<file path="config.mk">
export PLATFORM = sky130hd
export DESIGN_NAME = chs_core
export DESIGN_NICKNAME = d
export VERILOG_FILES = /design/src/rtl/chs_pkg.sv /design/src/rtl/chs_core.sv
export SDC_FILE = /design/constraint.sdc
export NUM_CORES = 1
export LEC_CHECK = 0
export CAP_MARGIN = 15
export CORE_MARGIN = 4
export CORE_UTILIZATION = 50
export CTS_CLUSTER_DIAMETER = 100
export DETAILED_ROUTE_END_ITERATION = 10
export DONT_BUFFER_PORTS = 1
export GPL_TIMING_DRIVEN = 0
export SLEW_MARGIN = 0
export SYNTH_ARGS = -nofsm -noshare
export SYNTH_HDL_FRONTEND = slang
export SYNTH_SLANG_ARGS = --single-unit
</file>
<file path="constraint.sdc">
create_clock -name clk -period 20.6 [get_ports clk]
set_clock_uncertainty 0.2 [all_clocks]
set_input_delay 2.06 -clock clk [delete_from_list [all_inputs] [get_ports clk]]
set_output_delay 2.06 -clock clk [all_outputs]
set_load 0.005 [all_outputs]
</file>
<file path="src/rtl/chs_pkg.sv">
`default_nettype none

package chs_pkg;

	localparam int unsigned COUNT_WIDTH_DEFAULT = 16;
	localparam int unsigned SLOTS = 6;
	localparam int unsigned NUM_W = $clog2(SLOTS + 1);
	localparam int unsigned IDX_W = $clog2(SLOTS);

	localparam logic [7:0] CH_PERCENT = 8'h25;
	localparam logic [7:0] CH_SEMI    = 8'h3B;
	localparam logic [7:0] CH_SPACE   = 8'h20;
	localparam logic [7:0] CH_EQUALS  = 8'h3D;
	localparam logic [7:0] CH_NUL     = 8'h00;

	typedef enum logic [1:0] {
		KIND_NAME       = 2'd0,
		KIND_VALUE      = 2'd1,
		KIND_COOKIE_END = 2'd2,
		KIND_HEADER_END = 2'd3
	} kind_t;

	typedef enum logic [1:0] {
		ESC_NONE  = 2'd0,
		ESC_PCT   = 2'd1,
		ESC_DIGIT = 2'd2
	} esc_t;

	typedef struct packed {
		logic [7:0]  data;
		kind_t       kind;
		logic [15:0] count;
	} result_t;

	typedef struct packed {
		logic [NUM_W-1:0]        num;
		result_t [SLOTS-1:0]     slot;
	} bundle_t;

	function automatic logic is_hex(input logic [7:0] c);
		return (c >= 8'h30 && c <= 8'h39) || (c >= 8'h61 && c <= 8'h66) ||
			(c >= 8'h41 && c <= 8'h46);
	endfunction

	function automatic logic [3:0] hex_nibble(input logic [7:0] c);
		logic [7:0] v;
		if (c >= 8'h30 && c <= 8'h39) begin
			v = c - 8'h30;
		end else if (c >= 8'h61 && c <= 8'h66) begin
			v = c - 8'h57;
		end else if (c >= 8'h41 && c <= 8'h46) begin
			v = c - 8'h37;
		end else begin
			v = 8'h00;
		end
		return v[3:0];
	endfunction

endpackage

`default_nettype wire

</file>
<file path="src/rtl/chs_core.sv">
`default_nettype none

module chs_core import chs_pkg::*; #(
	parameter int unsigned COUNT_WIDTH = COUNT_WIDTH_DEFAULT
) (
	input  wire logic       clk,
	input  wire logic       arst_n,
	input  wire logic       accept,
	input  wire logic [7:0] byte_in,
	input  wire logic       has_byte,
	input  wire logic       end_of_header,
	output bundle_t         bundle
);

	logic                   value_q;
	esc_t                   esc_q;
	logic [7:0]             held_q;
	logic                   semi_q;
	logic                   seg_q;
	logic                   stop_q;
	logic [COUNT_WIDTH-1:0] cnt_q;

	logic                   value_d;
	esc_t                   esc_d;
	logic [7:0]             held_d;
	logic                   semi_d;
	logic                   seg_d;
	logic                   stop_d;
	logic [COUNT_WIDTH-1:0] cnt_d;

	function automatic bundle_t push(input bundle_t b, input logic [7:0] d, input kind_t k,
		input logic [15:0] c);
		bundle_t r;
		r = b;
		r.slot[r.num[IDX_W-1:0]].data  = d;
		r.slot[r.num[IDX_W-1:0]].kind  = k;
		r.slot[r.num[IDX_W-1:0]].count = c;
		r.num = r.num + 1'b1;
		return r;
	endfunction

	always_comb begin : step_logic
		bundle_t                b;
		logic                   val;
		esc_t                   esc;
		logic [7:0]             held;
		logic                   semi;
		logic                   seg;
		logic                   stop;
		logic [COUNT_WIDTH-1:0] cnt;
		logic                   done;
		logic                   do_take;
		logic                   do_finish;
		logic [7:0]             dec;

		b         = '0;
		val       = value_q;
		esc       = esc_q;
		held      = held_q;
		semi      = semi_q;
		seg       = seg_q;
		stop      = stop_q;
		cnt       = cnt_q;
		done      = 1'b0;
		dec       = {hex_nibble(held_q), hex_nibble(byte_in)};
		do_take   = has_byte && !stop_q && byte_in != CH_NUL;
		do_finish = !stop_q && ((has_byte && byte_in == CH_NUL) || end_of_header);

		if (do_take) begin
			seg = 1'b1;
			if (semi) begin
				semi = 1'b0;
				if (byte_in == CH_SPACE) begin
					if (cnt != '1) begin
						cnt = cnt + 1'b1;
					end
					b    = push(b, CH_NUL, KIND_COOKIE_END, 16'(cnt));
					seg  = 1'b0;
					val  = 1'b0;
					done = 1'b1;
				end else begin
					b = push(b, CH_SEMI, val ? KIND_VALUE : KIND_NAME, 16'(cnt));
				end
			end
			if (!done) begin
				case (esc)
					ESC_PCT: begin
						if (is_hex(byte_in)) begin
							held = byte_in;
							esc  = ESC_DIGIT;
							done = 1'b1;
						end else begin
							b   = push(b, CH_PERCENT, val ? KIND_VALUE : KIND_NAME, 16'(cnt));
							esc = ESC_NONE;
						end
					end
					ESC_DIGIT: begin
						esc = ESC_NONE;
						if (is_hex(byte_in)) begin
							if (dec != CH_NUL) begin
								b = push(b, dec, val ? KIND_VALUE : KIND_NAME, 16'(cnt));
							end
							done = 1'b1;
						end else begin
							b = push(b, CH_PERCENT, val ? KIND_VALUE : KIND_NAME, 16'(cnt));
							b = push(b, held, val ? KIND_VALUE : KIND_NAME, 16'(cnt));
						end
					end
					default: begin
					end
				endcase
			end
			if (!done) begin
				if (byte_in == CH_SEMI) begin
					semi = 1'b1;
				end else if (!val) begin
					if (byte_in == CH_EQUALS) begin
						val = 1'b1;
					end else begin
						b = push(b, byte_in, KIND_NAME, 16'(cnt));
					end
				end else if (byte_in == CH_PERCENT) begin
					esc = ESC_PCT;
				end else begin
					b = push(b, byte_in, KIND_VALUE, 16'(cnt));
				end
			end
		end

		if (do_finish) begin
			if (esc != ESC_NONE) begin
				b = push(b, CH_PERCENT, val ? KIND_VALUE : KIND_NAME, 16'(cnt));
			end
			if (esc == ESC_DIGIT) begin
				b = push(b, held, val ? KIND_VALUE : KIND_NAME, 16'(cnt));
			end
			esc = ESC_NONE;
			if (semi) begin
				b    = push(b, CH_SEMI, val ? KIND_VALUE : KIND_NAME, 16'(cnt));
				semi = 1'b0;
			end
			if (seg) begin
				if (cnt != '1) begin
					cnt = cnt + 1'b1;
				end
				b   = push(b, CH_NUL, KIND_COOKIE_END, 16'(cnt));
				seg = 1'b0;
				val = 1'b0;
			end
			if (has_byte && byte_in == CH_NUL) begin
				stop = 1'b1;
			end
		end

		if (end_of_header) begin
			b    = push(b, CH_NUL, KIND_HEADER_END, 16'(cnt));
			val  = 1'b0;
			esc  = ESC_NONE;
			held = CH_NUL;
			semi = 1'b0;
			seg  = 1'b0;
			stop = 1'b0;
			cnt  = '0;
		end

		bundle  = b;
		value_d = val;
		esc_d   = esc;
		held_d  = held;
		semi_d  = semi;
		seg_d   = seg;
		stop_d  = stop;
		cnt_d   = cnt;
	end

	always_ff @(posedge clk or negedge arst_n) begin
		if (!arst_n) begin
			value_q <= 1'b0;
			esc_q   <= ESC_NONE;
			held_q  <= CH_NUL;
			semi_q  <= 1'b0;
			seg_q   <= 1'b0;
			stop_q  <= 1'b0;
			cnt_q   <= '0;
		end else if (accept) begin
			value_q <= value_d;
			esc_q   <= esc_d;
			held_q  <= held_d;
			semi_q  <= semi_d;
			seg_q   <= seg_d;
			stop_q  <= stop_d;
			cnt_q   <= cnt_d;
		end
	end

	a_semi_no_escape: assert property (@(posedge clk) disable iff (!arst_n)
		semi_q |-> esc_q == ESC_NONE)
		else $error("held semicolon with escape pending");

	a_stop_flushed: assert property (@(posedge clk) disable iff (!arst_n)
		stop_q |-> !seg_q && !semi_q && esc_q == ESC_NONE && !value_q)
		else $error("state left open after zero byte");

	a_header_end_clears: assert property (@(posedge clk) disable iff (!arst_n)
		accept && end_of_header |=> cnt_q == '0 && !stop_q)
		else $error("header end did not clear state");

endmodule

`default_nettype wire

</file>
==> impl_summary.txt <==
----------------------------------------------------
[Status]
  Outcome ... finished clean

[STA]
  Share of the clock period used by the worst path ... 75.4%
  Final min period ... 15.54 ns
  Final Setup Violations ... 0
  Setup repair after global routing missed its margin ... false
  Worst hold margin ... 0.438 ns
  Fmax ... 0.0643 GHz
  Max-slew headroom at the worst pin ... 1.60%
  Final count of hold timing violations ... 0
  Fin Setup TNS ... 0 ns
  Actual transition at the worst max-transition pin ... 1.47 ns
  Final Slew Violations ... 0

[Pwr]
  Share of power burned in the clock network ... 26.3%
  Switching Power ... 0.153 mW
  Leakage component of the power ... 3.66 nW
  Sequential share of power ... 20.4%
  Portion of total power attributed to combinational logic ... 53.2%
  Peak ir drop on the vdd network ... 0.0274 mV
  Internal Power ... 0.146 mW
  Power per cell area ... 27.0 nW/um^2
  PnR Total Power ... 0.299 mW
  Switching Share ... 51.2%

[Finish]
  Top library cells by usage in the layout, fill and taps aside ... 171 x nand2_1, 151 x a21oi_1, 146 x nor2_1
  Antenna diodes ... 0
  Most common library cell in the layout ignoring fill and taps ... nand2_1
  Proportion of layout cells with a drive suffix above 1 ... 6.55%
  Count of nets after finishing ... 1716
  Synthesis-to-layout area growth ... 4.75%

[Synth]
  Average footprint of a synthesized cell ... 6.33 sq um
  Count of mapped cells out of synthesis ... 1670
  Async SR Flop Fraction ... 100%
  Portion of the post-synthesis area used by sequential elements ... 7.10%
  Number of storage elements in the synthesis netlist ... 30
  Synth warnings ... 0
  Number of enable-type register cells in the synthesized netlist ... 0
  Commonest register cell after synthesis ... dfrtp_1
  Distinct cell type count after synthesis ... 104
  Net count after synthesis ... 1706
  Mapped cell area ... 10600 sq um

[Place]
  Estimated wirelength of the detail-placed design ... 51900 um
  Gp weighted congestion ... 1.18
  IO Port Bufs ... 0

[Global routing]
  Total global routing overflow ... 0
  Maximum number of pins on one net before global-route repair ... 31
  Vias in the first global route ... 14.4k
  Number of antenna violations at the first check in global routing ... 1
  GR Util All Layers ... 53.6%
  Wire length of the first global-routing pass ... 96500 um

[Floorplan]
  Full die area ... 23500 sq um
  Horizontal die dimension ... 153 um
  Placeable core region ... 20500 sq um
  Starting density of the core ... 51.6%
  Ports ... 172
  Number of rows created at floorplan ... 52
  Vertical extent of the die ... 153 um

[Worst setup path]
  Required time of the critical path ... 18.34 ns
  WP data arrival ... 13.28 ns
  Endpoint type of the worst setup path ... primary output
  Capture point of the worst reg-to-reg path ... cnt_q[9]
  Top fanout value on the critical path ... 10
  Number of cells traversed by the worst register-to-register path ... 17
  Critical-path cell with the highest stage delay ... a2111oi_0
  Origin of the critical flop-to-flop path ... cnt_q[1]
  Worst path max stage delay ... 0.92 ns
  Slack of the worst reg-to-reg path ... 13.99 ns
  Type of the setup path with the least slack ... input port to primary output
  Crit start category ... input port
  Cell occurring most often along the worst timing path ... ha_1

[Drt]
  Avg Vias per Cell ... 8.21
  Initial DRC Count ... 3474
  Detail-routed net length per standard cell ... 34.6 um
  DRC viols ... 0
  Number of optimization iterations in the first detailed-route pass ... 10
  Number of vias after detailed routing ... 16.0k
  Count of nets left with antenna violations after detail routing ... 0
  Drt total wl ... 67400 um

[CTS]
  Clk Latency, worst-skew pair ... 0.30 ns
  TritonCTS clock tree ... done
  Clk pin slew, worst setup/hold paths ... 0.06 ns
  Count of instances resized after the clock tree is built ... 0
  TritonCTS Buffers ... 5
  Cts hold-fix bufs ... 0
  Buffers inserted during post-CTS setup optimization ... 0
  # H-tree levels ... 2
  Clock root buffer ... clkbuf_16
  Sink count of the clock tree ... 30
  Maximum buffer depth of the clock tree ... 2

[Job]
  Maximum Capacitance Violations ... 0

[Hold path]
  Cells on Worst Hold Path ... 2
  Endpoint of the worst hold-timing path ... seg_q
  Hold path start ... seg_q
  Worst hold path type ... flop to flop

----------------------------------------------------
[power groups by stage]
| stage | Clock (mW) | Combinational, mW | Sequential (mW) |
|---|---|---|---|
| 2_1_floorplan | 0 | 0.0946 | 0.0616 |
| 3_3_place_gp | 0 | 0.143 | 0.0620 |
| 3_5_place_dp | 0 | 0.144 | 0.0621 |
| 4_1_cts | 0.0759 | 0.145 | 0.0610 |
| 5_1_grt | 0.0790 | 0.160 | 0.0611 |
| 6_report | 0.0788 | 0.159 | 0.0612 |
[layer usage]
metal / part of all wire [%] / track usage, % / vias to the layer above
li1: - / - / 6438
met1: 33 / 65.3 / 7210
met2: 38 / 74.8 / 1800
met3: 17 / 21.1 / 545
met4: 11 / 41.2 / 0
met5: 0 / 0 / -
[flip-flops by register name, indices dropped and copies added (netlist names)]
register	flops
cnt_q	16
esc_q	2
held_q	8
seg_q	1
semi_q	1
stop_q	1
value_q	1
[cells by family after synthesis]
family / count (synthesis) / synth area share [%]
XOR/XNOR: 64 / 5.37
AO/OA/AOI/OAI: 721 / 45.9
multiplexers: 28 / 2.72
adder cells (fa/ha/maj): 23 / 2.72
buffers and inverters: 204 / 8.01
flip-flops: 30 / 7.10
AND/OR/NAND/NOR: 600 / 28.2
[synthesized netlist by cell type (26+ instances only)]
master	number	share of area, %
a211oi_1	26	1.8
a21oi_1	151	7.2
a221oi_1	33	2.7
a22oi_1	60	4.3
buf_2	32	1.5
clkbuf_1	94	3.3
dfrtp_1	30	7.1
inv_1	64	2.3
nand2_1	171	6.1
nand3_1	66	3.1
nor2_1	146	5.2
nor3_1	61	2.9
o211ai_1	29	2.1
o21ai_0	120	5.7
o22ai_1	111	6.6
xnor2_1	61	5.1
[worst max path at each step]
stage                     depth (start not counted)          to       start  slack [ns]
after floorplan                                  39   bundle[6]  byte_in[0]        8.96
after global placement                           39  bundle[12]  byte_in[0]        6.09
after detailed placement                         39  bundle[12]  byte_in[0]        5.88
after CTS                                        39  bundle[12]  byte_in[0]        5.85
after global routing                             35  bundle[15]  byte_in[0]        5.00
final                                            37  bundle[12]  byte_in[0]        5.06
[critical path: cells and delay by family]
| family | cells | cell delay (ns) |
|---|---|---|
| buffers and inverters | 7 | 2.59 |
| AOI/OAI and AO/OA | 14 | 4.47 |
| muxes | 1 | 0.19 |
| adders and majority gates | 7 | 2.38 |
| and+or+nand+nor | 8 | 1.56 |
[per-stage QoR]
| step | utilization, % | instances | instance area, sq um | setup slack (ns) |
|---|---|---|---|---|
| after floorplan | - | 1670 | 10600 | 8.96 |
| after global placement | 53.2 | 1940 | 10900 | 6.09 |
| after detailed placement | 53.2 | 1941 | 10900 | 5.88 |
| after CTS | 53.9 | 1947 | 11100 | 5.85 |
| after global routing | 54.0 | 1949 | 11100 | 5.00 |
| final | 54.0 | 1949 | 11100 | 5.06 |
[area by class of cell]
type,instances,area (sq um)
Multi-Input combinational cell,1436,8980
Timing Repair Buffer,3,20.0
Tap cell,270,338
Sequential cell,30,751
Inverter,66,248
Clock buffer,6,139
Buffer,138,599
Fill cell,2136,9420
Power figures use the tool's default switching activity.
